<file path="config.mk">
export PLATFORM = sky130hd
export DESIGN_NAME = free_class_bitmap_finder
export DESIGN_NICKNAME = d
export VERILOG_FILES = /design/src/fcbf_pkg.sv /design/src/free_class_bitmap_finder.sv /design/src/fcbf_ram.sv
export SDC_FILE = /design/constraint.sdc
export NUM_CORES = 2
export LEC_CHECK = 0
export BUFFER_PORTS_ARGS = -buffer_cell sky130_fd_sc_hd__clkbuf_2
export CORE_ASPECT_RATIO = 0.75
export CORE_MARGIN = 1
export CORE_UTILIZATION = 44
export DETAILED_ROUTE_END_ITERATION = 8
export GPL_TIMING_DRIVEN = 0
export PLACE_DENSITY = 0.61
export SYNTH_ARGS = -nofsm -noshare
export SYNTH_HDL_FRONTEND = slang
export SYNTH_SLANG_ARGS = --single-unit
</file>
<file path="constraint.sdc">
create_clock -name clk_i -period 9.6 [get_ports clk_i]
set_input_delay 0.96 -clock clk_i [delete_from_list [all_inputs] [get_ports clk_i]]
set_output_delay 0.96 -clock clk_i [all_outputs]
set_load 0.02 [all_outputs]
</file>
<file path="src/fcbf_pkg.sv">
// ----------------------------------------------------------------------------
// fcbf_pkg
// Shared types, constants and helper functions of the free class bitmap finder.
// ----------------------------------------------------------------------------
`default_nettype none

package fcbf_pkg;

  // bitmap word geometry
  localparam int unsigned WORD_BITS = 64;
  localparam int unsigned WORD_LSB  = 6;

  // field widths
  localparam int unsigned SIZE_W  = 40;
  localparam int unsigned CLASS_W = 11;

  // operation codes carried in tuser
  localparam logic OP_SET  = 1'b0;
  localparam logic OP_FIND = 1'b1;

  // sequencer states
  typedef enum logic [2:0] {
    ST_IDLE,
    ST_CALC,
    ST_LOOK,
    ST_FIRST,
    ST_NEXT,
    ST_SETRD,
    ST_EMIT
  } state_e;

  // position of the highest set bit, zero for a zero value
  function automatic logic [5:0] top_bit_pos(input logic [SIZE_W-1:0] v);
    logic [5:0] p;
    p = '0;
    for (int i = 0; i < SIZE_W; i++) begin
      if (v[i]) begin
        p = 6'(i);
      end
    end
    return p;
  endfunction

  // position of the lowest set bit, 63 for a zero word
  function automatic logic [5:0] low_bit_pos(input logic [WORD_BITS-1:0] v);
    logic [5:0] p;
    p = 6'(WORD_BITS - 1);
    for (int i = WORD_BITS - 1; i >= 0; i--) begin
      if (v[i]) begin
        p = 6'(i);
      end
    end
    return p;
  endfunction

endpackage

`default_nettype wire

</file>
<file path="src/free_class_bitmap_finder.sv">
// ----------------------------------------------------------------------------
// free_class_bitmap_finder
// Size-class occupancy index of a segregated-fit allocator.
// ----------------------------------------------------------------------------
// Input stream (s_axis): tuser selects the operation, set (0) or find (1).
// A set transaction writes one class bit as nonempty or empty; a find
// transaction maps request_size to its class and looks for the lowest
// nonempty class at or above it. Every input transaction yields exactly one
// output transaction (m_axis) carrying size_class and free_class in tdata and
// found in tuser; set transactions return all zeros.
// One item is in flight at a time. The bitmap lives in a RAM of 64-bit words
// with a registered read; a register of word-nonempty bits steers the search.
// A set passes through capture, a read of its word, the modify-write and the
// output load; a set to a class out of range skips the read and write. A find
// passes through class calculation and a lookup in the word-nonempty bits; it
// then reads the class word if it is nonempty, a later word if the class word
// has nothing at or above the class, or no word if the nonempty bits settle it.
// s_axis_tready returns once the result has been loaded.
// Reset clears the word-nonempty bits, which makes the whole bitmap read as
// empty at once; no clearing pass runs. A stalled receiver holds the result in
// the output register; the next item is still accepted and worked on, and
// waits before its own result is loaded.
// ----------------------------------------------------------------------------
`default_nettype none

module free_class_bitmap_finder #(
  parameter int unsigned SUB_BITS    = 4,
  parameter int unsigned CLASS_COUNT = 2048
) (
  input  wire logic        clk_i,
  input  wire logic        rst_ni,
  // input transaction
  input  wire logic        s_axis_tvalid,
  output logic             s_axis_tready,
  // [39:0] request_size, [50:40] class_index, [51] class_nonempty, [55:52] zero
  input  wire logic [55:0] s_axis_tdata,
  // [0] op
  input  wire logic [0:0]  s_axis_tuser,
  // result transaction
  output logic             m_axis_tvalid,
  input  wire logic        m_axis_tready,
  // [10:0] size_class, [21:11] free_class, [23:22] zero
  output logic      [23:0] m_axis_tdata,
  // [0] found
  output logic      [0:0]  m_axis_tuser
);

  import fcbf_pkg::*;

  localparam int unsigned WORD_COUNT = (CLASS_COUNT + WORD_BITS - 1) / WORD_BITS;
  localparam int unsigned WA         = (WORD_COUNT > 1) ? $clog2(WORD_COUNT) : 1;
  localparam int unsigned SUB_W      = (SUB_BITS > 0) ? SUB_BITS : 1;
  localparam logic [SUB_W-1:0] SUB_MASK = SUB_W'((1 << SUB_BITS) - 1);

  state_e state_q, state_d;

  // captured item
  logic               op_q;
  logic [SIZE_W-1:0]  size_q;
  logic [CLASS_W-1:0] idx_q;
  logic               nonempty_q;

  // working registers
  logic [CLASS_W-1:0]    class_q, class_d;
  logic [WA-1:0]         word_q, word_d;
  logic [WORD_COUNT-1:0] summary_q, summary_d;
  logic [CLASS_W-1:0]    res_class_q, res_class_d;
  logic                  res_found_q, res_found_d;
  logic [CLASS_W-1:0]    res_free_q, res_free_d;

  // output register
  logic               m_valid_q, m_valid_d;
  logic [CLASS_W-1:0] m_class_q;
  logic               m_found_q;
  logic [CLASS_W-1:0] m_free_q;
  logic               out_load;

  // ram ports
  logic                 ram_we;
  logic [WA-1:0]        ram_waddr;
  logic [WORD_BITS-1:0] ram_wdata;
  logic                 ram_re;
  logic [WA-1:0]        ram_raddr;
  logic [WORD_BITS-1:0] ram_rdata;

  logic s_accept;

  // size to class mapping
  logic [5:0]         top_pos;
  logic [SIZE_W-1:0]  shifted;
  logic [SUB_W-1:0]   sub_frac;
  logic [CLASS_W-1:0] class_calc;

  // word selection
  logic [5:0]    cls_word6, set_word6;
  logic [WA-1:0] cls_word, set_word;
  logic [5:0]    cls_bit;
  logic          cls_in_range, set_in_range;

  // search over the word-nonempty bits above the class word
  logic          next_any;
  logic [WA-1:0] next_word;

  // word data paths
  logic [WORD_BITS-1:0] first_masked;
  logic [WORD_BITS-1:0] old_word, set_mask, new_word;

  assign s_axis_tready = (state_q == ST_IDLE);
  assign s_accept      = s_axis_tvalid && s_axis_tready;

  // class of the captured size: top bit, then the sub-class fraction below it
  always_comb begin
    top_pos = top_bit_pos(size_q);
    if (top_pos >= 6'(SUB_BITS)) begin
      shifted = size_q >> (top_pos - 6'(SUB_BITS));
    end else begin
      shifted = size_q << (6'(SUB_BITS) - top_pos);
    end
    sub_frac = shifted[SUB_W-1:0] & SUB_MASK;
    if (size_q == '0) begin
      class_calc = '0;
    end else begin
      class_calc = (CLASS_W'(top_pos) << SUB_BITS) + CLASS_W'(sub_frac);
    end
  end

  // word and bit positions of the class and of the set index
  assign cls_word6    = {1'b0, class_q[CLASS_W-1:WORD_LSB]};
  assign set_word6    = {1'b0, idx_q[CLASS_W-1:WORD_LSB]};
  assign cls_word     = cls_word6[WA-1:0];
  assign set_word     = set_word6[WA-1:0];
  assign cls_bit      = class_q[WORD_LSB-1:0];
  assign cls_in_range = ({2'b00, class_q} < 13'(CLASS_COUNT));
  assign set_in_range = ({2'b00, idx_q} < 13'(CLASS_COUNT));

  // lowest nonempty word above the class word
  always_comb begin
    next_any  = 1'b0;
    next_word = '0;
    for (int i = WORD_COUNT - 1; i >= 0; i--) begin
      if (summary_q[i] && (WA'(i) > cls_word)) begin
        next_any  = 1'b1;
        next_word = WA'(i);
      end
    end
  end

  // first word masked to the class bit and above; read-modify of the set word
  assign first_masked = ram_rdata & ({WORD_BITS{1'b1}} << cls_bit);
  assign old_word     = summary_q[set_word] ? ram_rdata : '0;
  assign set_mask     = WORD_BITS'(1) << idx_q[WORD_LSB-1:0];
  assign new_word     = nonempty_q ? (old_word | set_mask) : (old_word & ~set_mask);

  // sequencer
  always_comb begin
    state_d     = state_q;
    class_d     = class_q;
    word_d      = word_q;
    summary_d   = summary_q;
    res_class_d = res_class_q;
    res_found_d = res_found_q;
    res_free_d  = res_free_q;
    ram_we      = 1'b0;
    ram_waddr   = set_word;
    ram_wdata   = new_word;
    ram_re      = 1'b0;
    ram_raddr   = cls_word;
    out_load    = 1'b0;
    case (state_q)
      ST_IDLE: begin
        if (s_accept) begin
          state_d = ST_CALC;
        end
      end
      ST_CALC: begin
        res_class_d = '0;
        res_found_d = 1'b0;
        res_free_d  = '0;
        if (op_q == OP_SET) begin
          if (set_in_range) begin
            ram_re    = 1'b1;
            ram_raddr = set_word;
            state_d   = ST_SETRD;
          end else begin
            state_d = ST_EMIT;
          end
        end else begin
          class_d = class_calc;
          state_d = ST_LOOK;
        end
      end
      ST_LOOK: begin
        res_class_d = class_q;
        if (!cls_in_range) begin
          state_d = ST_EMIT;
        end else if (summary_q[cls_word]) begin
          ram_re    = 1'b1;
          ram_raddr = cls_word;
          state_d   = ST_FIRST;
        end else if (next_any) begin
          ram_re    = 1'b1;
          ram_raddr = next_word;
          word_d    = next_word;
          state_d   = ST_NEXT;
        end else begin
          state_d = ST_EMIT;
        end
      end
      ST_FIRST: begin
        if (first_masked != '0) begin
          res_found_d = 1'b1;
          res_free_d  = CLASS_W'({cls_word, low_bit_pos(first_masked)});
          state_d     = ST_EMIT;
        end else if (next_any) begin
          ram_re    = 1'b1;
          ram_raddr = next_word;
          word_d    = next_word;
          state_d   = ST_NEXT;
        end else begin
          state_d = ST_EMIT;
        end
      end
      ST_NEXT: begin
        res_found_d = 1'b1;
        res_free_d  = CLASS_W'({word_q, low_bit_pos(ram_rdata)});
        state_d     = ST_EMIT;
      end
      ST_SETRD: begin
        ram_we              = 1'b1;
        summary_d[set_word] = (new_word != '0);
        state_d             = ST_EMIT;
      end
      ST_EMIT: begin
        if (!m_valid_q || m_axis_tready) begin
          out_load = 1'b1;
          state_d  = ST_IDLE;
        end
      end
      default: begin
        state_d = ST_IDLE;
      end
    endcase
  end

  // output valid
  always_comb begin
    if (out_load) begin
      m_valid_d = 1'b1;
    end else if (m_axis_tready) begin
      m_valid_d = 1'b0;
    end else begin
      m_valid_d = m_valid_q;
    end
  end

  // control registers
  always_ff @(posedge clk_i or negedge rst_ni) begin
    if (!rst_ni) begin
      state_q   <= ST_IDLE;
      summary_q <= '0;
      m_valid_q <= 1'b0;
    end else begin
      state_q   <= state_d;
      summary_q <= summary_d;
      m_valid_q <= m_valid_d;
    end
  end

  // payload registers
  always_ff @(posedge clk_i) begin
    if (s_accept) begin
      op_q       <= s_axis_tuser[0];
      size_q     <= s_axis_tdata[39:0];
      idx_q      <= s_axis_tdata[50:40];
      nonempty_q <= s_axis_tdata[51];
    end
    class_q     <= class_d;
    word_q      <= word_d;
    res_class_q <= res_class_d;
    res_found_q <= res_found_d;
    res_free_q  <= res_free_d;
    if (out_load) begin
      m_class_q <= res_class_q;
      m_found_q <= res_found_q;
      m_free_q  <= res_free_q;
    end
  end

  assign m_axis_tvalid = m_valid_q;
  assign m_axis_tdata  = {2'b00, m_free_q, m_class_q};
  assign m_axis_tuser  = m_found_q;

  // class bitmap words
  fcbf_ram #(
    .WIDTH (WORD_BITS),
    .DEPTH (WORD_COUNT)
  ) u_bitmap_ram (
    .clk_i   (clk_i),
    .we_i    (ram_we),
    .waddr_i (ram_waddr),
    .wdata_i (ram_wdata),
    .re_i    (ram_re),
    .raddr_i (ram_raddr),
    .rdata_o (ram_rdata)
  );

endmodule

`default_nettype wire

</file>
<file path="src/fcbf_ram.sv">
// ----------------------------------------------------------------------------
// fcbf_ram
// Generic single-clock RAM: one write port, one read port, registered read.
// ----------------------------------------------------------------------------
`default_nettype none

module fcbf_ram #(
  parameter int unsigned WIDTH = 64,
  parameter int unsigned DEPTH = 32,
  localparam int unsigned AW   = (DEPTH > 1) ? $clog2(DEPTH) : 1
) (
  input  wire logic             clk_i,
  input  wire logic             we_i,
  input  wire logic [AW-1:0]    waddr_i,
  input  wire logic [WIDTH-1:0] wdata_i,
  input  wire logic             re_i,
  input  wire logic [AW-1:0]    raddr_i,
  output logic      [WIDTH-1:0] rdata_o
);

  logic [WIDTH-1:0] mem_q [DEPTH];

  // write port
  always_ff @(posedge clk_i) begin
    if (we_i) begin
      mem_q[waddr_i] <= wdata_i;
    end
  end

  // registered read port
  always_ff @(posedge clk_i) begin
    if (re_i) begin
      rdata_o <= mem_q[raddr_i];
    end
  end

endmodule

`default_nettype wire
</file>
Word level (Yosys, flattened, before mapping)
Memories as Yosys holds them, arrays and structs flattened. A register that Yosys moved wholly into a read port is not among the register bits.
Cells that the tools add are included.
- bits in registers: 151
- memory bits (writable): 2048
- memories kept: 1
- memories (name ; words ; width ; rd ports ; clocked after Yosys merged registers in ; write ports ; RTL line ; source):
    u_bitmap_ram.mem_q ; 32 ; 64 ; 1 ; 1 ; 1 ; fcbf_ram.sv:21 ; logic [WIDTH-1:0] mem_q [DEPTH];
- $add $sub $neg: 3
- $lt $le $gt $ge: 36
- eq/ne operators: 11
- shift operators: 4
- muxes and demuxes: 272
- bitwise gates (word level): 4
- reduce and logical (&&, ||, !) cells: 49
- operators with widths (kind ; count):
    two-way mux 6 bit ; 143
    two-way mux 5 bit ; 44
    bitwise AND 64 bit ; 2
    two-way mux 64 bit ; 2
    nonzero test 64 bit ; 2
    > comparator 5 bit, first input constant ; 16
    NOT 64 bit ; 1
    OR 64 bit ; 1
    left shift 1 x 6 -> 64 bit, first input constant ; 1
    left shift 64 x 6 -> 64 bit, first input constant ; 1
    two-way mux 1 bit ; 50
    > comparator 4 x 5 -> 1 bit, first input constant ; 8
    logical NOT 40 bit ; 1
    left shift 40 x 6 -> 4 bit ; 1
    right shift 40 x 6 -> 4 bit ; 1
    two-way mux 4 bit ; 9
    logical AND 1 bit ; 34
    case mux 11 bit (3 select lines) ; 1
    bitwise mux 32 bit ; 1
    two-way mux 3 bit ; 9
    case mux 11 bit (2 select lines) ; 1
    > comparator 3 x 5 -> 1 bit, first input constant ; 4
    case mux 3 bit (6 select lines) ; 1
    case mux 5 bit (3 select lines) ; 1
    other kinds (27) ; 44

Logic depth before layout (Yosys ltp)
- depth after elaboration: 67
- depth in mapped cells: 21

Hierarchy
A second synthesis with hierarchy kept.
- cells, all modules: 4738
- area, all modules: 92556.3 um^2
- modules (own cells, without submodules) (module ; instances ; cells each ; area each (um^2) ; seq. area each (um^2)):
    fcbf_ram ; 1 ; 3096 ; 79605.1 ; 63420.8
    free_class_bitmap_finder ; 1 ; 1642 ; 12951.2 ; 4264.1

Worst setup path after synthesis
No wires, ideal clock.
- kind: flip-flop to flip-flop
- from: reg u_bitmap_ram.rdata_o[37], read port of u_bitmap_ram.mem_q
- to: reg u_bitmap_ram.rdata_o[0], read port of u_bitmap_ram.mem_q (enable)
- data arrival time: 4855 ps
- data required time: 9101 ps
- path slack: 4246 ps
- cell stages (with the launch flop): 9
- path through: edfxtp_1 > or2_2 > a221oi_1 > nor3_1 > nor4_2 > and4_1 > buf_4 > a21oi_1 > o21bai_1
- cells in the longest elaborated chain, start to end: 4
- elaborated cells on any way between the ends: 6
- those cells by class: mux (4); bitwise (1); reduce/logical (1)
- RTL lines (element ; RTL line ; source):
    from (decl) ; fcbf_ram.sv:18 ; output logic [WIDTH-1:0] rdata_o
    bitwise AND 64 bit ; free_class_bitmap_finder.sv:149 ; assign first_masked = ram_rdata & ({WORD_BITS{1'b1}} << cls_bit);
    nonzero test 64 bit ; free_class_bitmap_finder.sv:210 ; if (first_masked != '0) begin
    two-way mux 1 bit ; free_class_bitmap_finder.sv:210 ;
    case mux 1 bit (3 select lines) ; free_class_bitmap_finder.sv:169 ; case (state_q)
    net ram_re ; free_class_bitmap_finder.sv:82 ; logic ram_re;
The timed path passes the listed nets, and every way through them passes these cells.
A chain may end at the register's enable or synchronous reset.

Worst setup path after layout
- from: reg class_q[5]
- to: reg u_bitmap_ram.rdata_o[24], read port of u_bitmap_ram.mem_q, data pin
- cells in the longest elaborated chain, start to end: 5
- elaborated cells on any way between the ends: 7
- those cells by class: shift (1); mux (4); bitwise (1); reduce/logical (1)
- RTL lines (element ; RTL line ; source):
    from (decl) ; free_class_bitmap_finder.sv:64 ; logic [CLASS_W-1:0] class_q, class_d;
    from (signal assigned) ; free_class_bitmap_finder.sv:277 ; class_q <= class_d;
    left shift 64 x 6 -> 64 bit * ; free_class_bitmap_finder.sv:149 ;
    bitwise AND 64 bit * ; free_class_bitmap_finder.sv:149 ;
    nonzero test 64 bit * ; free_class_bitmap_finder.sv:210 ;
    two-way mux 5 bit / two-way mux 1 bit (equally long branches) ; free_class_bitmap_finder.sv:210 ;
    case mux 5 bit (3 select lines) / case mux 1 bit (3 select lines) (equally long branches) ; free_class_bitmap_finder.sv:169 ;
Every way passes the cells marked *; elsewhere a longest branch is shown, timed or not.

==> reports/qor.txt <==
drt initial violations: 12,590
global-route wire length before repair: 508,200 um
ys async rst share: 1.593%
status: complete, but fails checks
initial core utilization: 44.41%
Worst Path Arrival: 8.84 ns
Final TNS setup: 0 ns
vias in the first global route: 60,390
failing checks: capacitance limit, slew limit
Least-Margin Pin Slew: 1.548 ns
Root Buffer: clkbuf_16
slew margin rel.: -3.193%
CP startpoint kind: flop
endpoint class of the critical path: flop
Sw Ratio: 47.64%
Comb power frac: 48.9%
initial antenna violation count: 34
R2R Path Start: class_q[5]
R2R depth: 14
pwr dens: 384.2 nW/um2
required time worst endpoint: 10.09 ns
dpl cells: 9,874
worst-case hold slack: 0.2223 ns
Final Max Slew Viols: 32
Pint: 21,940 uW
Final Hold Vio Count: 0
Area Growth Syn to Fin: 15.93%
remaining antenna violation count: 0
reg-to-reg slack, setup: 1.25 ns
Port Buffers: 80
yosys warns: 0
Pleak: 0.03694 uW
post-synth top area cell: edfxtp_1
Flop pwr share: 31.1%
clk slew on worst S/H paths: 0.07 ns
total CTS buffers: 219
DRC Markers: 0
die area: 215,800 um2
top post-synthesis cells by area: edfxtp_1 71%, nand2_1 4.6%, mux2i_1 3.1%
CTS max path bufs: 4
GRT Util Overall: 34.57%
Setup Fix Bufs, Post-CTS: 0
reg2reg end: u_bitmap_ram.rdata_o[24]
largest net degree at the start of global routing: 44
detailed-route vias per instance: 6.484
Chip Height: 402.5 um
Distinct cells, synth: 98
Die X: 536.0 um
Pre-antenna DRT Iters: 8
Avg Cell Area, Syn: 13.81 um2
CTS H-tree lvls: 4
Post-synth EDFFs: 2,224
Total Wirelength: 378,000 um
Clock Power Share: 20.0%
worst setup path category: flop to flop
Via Count: 66,650
final worst path period share: 87.03%
maximum vdd drop: 0.2231 mV
HP Class: primary input to asynchronous set/reset pin
FMAX: 119.7 MHz
share of cells above drive strength 1: 14.75%
fill cell count: 17,840
RSZ-0062 raised after global routing: no
worst-path fanout max: 10
share of the synthesized area in the top cell type: 70.96%
RePlAce Congestion: 1.000
mapped cell area: 94,110 um2
IO Pins: 88
most used flip-flop cell after synthesis: edfxtp_1
Yosys reg bits: 2,260
Tot Pwr: 41,910 uW
final setup fails: 0
Post-DP HPWL: 274,000 um
sequential-to-total area share from yosys stat: 71.92%
Cells after Synth: 6,813
Util after Layout: 51.49%
CTS Hold Bufs: 0
CTS tree: done
final net count: 7,350
Setup Skew: 0.1336 ns
Worst-Skew Late Latency: 0.94 ns
core area: 211,900 um2
fin cells: 10,280
Remaining Overflow, GRT: 0
WL/cell: 36.78 um
clk sinks: 2,260
Tmin final: 8.354 ns
post-cts repair resize count: 0
Sw Pwr: 19,970 uW
Max-Cap Viols: 4
row count: 146
## final cells by class
cell class / instances / area (um2) / area share (%)
buffer: 412 / 2313 / 2.120
sequential: 2260 / 67680 / 62.04
clock buffer: 268 / 5707 / 5.231
tap: 2812 / 3518 / 3.225
clock inverter: 121 / 1012 / 0.9278
multi-input combinational: 4100 / 24890 / 22.82
antenna: 14 / 35.03 / 0.03211
timing repair buffer: 249 / 3779 / 3.463
inverter: 43 / 161.4 / 0.1479
## logic make-up (layout without fill, tap and decap cells)
group                      after synthesis  after routing  synth area share (%)
and+or+nand+nor                       2493           2493                 11.69
muxes                                  425            425                 5.503
AOI/OAI and AO/OA                     1173           1173                 8.181
adders and majority gates                4              4               0.05318
buffers and inverters                  455           1093                 2.626
other                                    1             17              0.003985
DFF                                   2260           2260                 71.92
xor gates and xnor gates                 2              2               0.01862
## layout by cell type, fill, tap and decap left out, types with 32 or more instances in the layout
master	n
a211oi_1	46
a21oi_1	218
a221oi_1	48
a311oi_1	49
a31oi_1	125
a32oi_1	35
and3_1	80
buf_12	132
buf_2	162
buf_4	75
buf_6	36
clkbuf_1	170
clkbuf_16	221
clkbuf_2	83
clkinv_1	56
clkinv_2	35
dfrtp_1	36
edfxtp_1	2224
inv_1	40
mux2_2	69
mux2i_1	289
mux4_2	67
nand2_1	1163
nand2b_1	36
nand3_1	291
nand4_1	72
nor2_1	499
nor2_4	32
nor3_1	107
nor4_1	57
o211ai_1	42
o21ai_0	248
o21ai_4	45
or3_1	36
## critical path, stage by stage (launching register included)
cell and delay, ns:
edfxtp_1 0.47, inv_1 0.26, clkbuf_1 0.68, o21ai_0 0.28, o32ai_1 0.55, and4bb_1 0.32
nand4_1 0.32, nand4_1 0.19, o221ai_1 1.14, buf_2 0.49, clkbuf_1 1.14, nand2_1 0.81
clkbuf_2 0.65, a21oi_1 0.32, o31ai_1 0.35
## synthesized netlist by cell type, types with 21 or more instances
cell type / number
nor3_1: 107
a221oi_1: 48
nand2b_1: 36
mux2_2: 69
o22ai_1: 27
nand3_1: 291
edfxtp_1: 2224
buf_6: 36
a21oi_1: 218
a31oi_1: 125
dfrtp_1: 36
clkbuf_1: 126
a32oi_1: 35
or3_1: 36
inv_1: 40
o211ai_1: 42
mux4_2: 67
buf_2: 162
a311oi_1: 49
a22oi_1: 28
and3_1: 80
buf_4: 73
nand4_1: 72
a2111oi_0: 21
nand2_1: 1163
mux2i_1: 289
nor2_1: 532
o21ai_1: 22
o31ai_1: 30
a211oi_1: 47
and2_1: 22
o21ai_0: 306
nor4_1: 57
nor2b_1: 26
## metal layers
layer / GRT usage [%] / wire [um] / vias to the layer above
li1: - / - / 26960
met1: 49.88 / 150200 / 33680
met2: 45.87 / 147700 / 5220
met3: 15.01 / 63620 / 785
met4: 12.22 / 16350 / 12
met5: 0 / 78 / -
## power groups by stage
| stage | registers, uW | clock network [uW] | logic [uW] |
|---|---|---|---|
| 2_1_floorplan | 12900 | 0 | 9380 |
| 3_3_place_gp | 13400 | 0 | 18300 |
| 3_5_place_dp | 13200 | 0 | 19200 |
| 4_1_cts | 13000 | 8390 | 19300 |
| 5_1_grt | 13000 | 8740 | 20600 |
| 6_report | 13000 | 8380 | 20500 |
## stage by stage
| step | area (um2) | setup slack, ns |
|---|---|---|
| floorplan | 94120 | 4.246 |
| global placement | 98040 | -0.3345 |
| detailed placement | 102300 | 1.377 |
| CTS | 109000 | 1.273 |
| global route | 109100 | 1.442 |
| finish | 109100 | 1.246 |
## how the worst max path moves through the flow
stage | startpoint | slack (ns) | to | depth (start not counted)
2_1_floorplan | u_bitmap_ram.rdata_o[37] | 4.25 | u_bitmap_ram.rdata_o[0] | 8
3_3_place_gp | state_q[2] | -0.33 | summary_q[20] | 6
3_5_place_dp | u_bitmap_ram.rdata_o[0] | 1.38 | u_bitmap_ram.rdata_o[56] | 13
4_1_cts | u_bitmap_ram.rdata_o[0] | 1.27 | u_bitmap_ram.rdata_o[56] | 13
5_1_grt | class_q[5] | 1.44 | u_bitmap_ram.rdata_o[27] | 14
6_report | class_q[5] | 1.25 | u_bitmap_ram.rdata_o[24] | 14
## flip-flops by register name (all words and copies together) (netlist names)
register and count:
res_class_q 10, class_q 10, u_bitmap_ram.rdata_o 64, u_bitmap_ram.mem_q 2048, res_free_q 11, m_class_q 10
m_free_q 11, op_q 1, idx_q 11, m_axis_tuser 1, nonempty_q 1, state_q 3
m_axis_tvalid 1, res_found_q 1, summary_q 32, word_q 5, size_q 40
No activity file was read; power rests on OpenSTA's default activity.
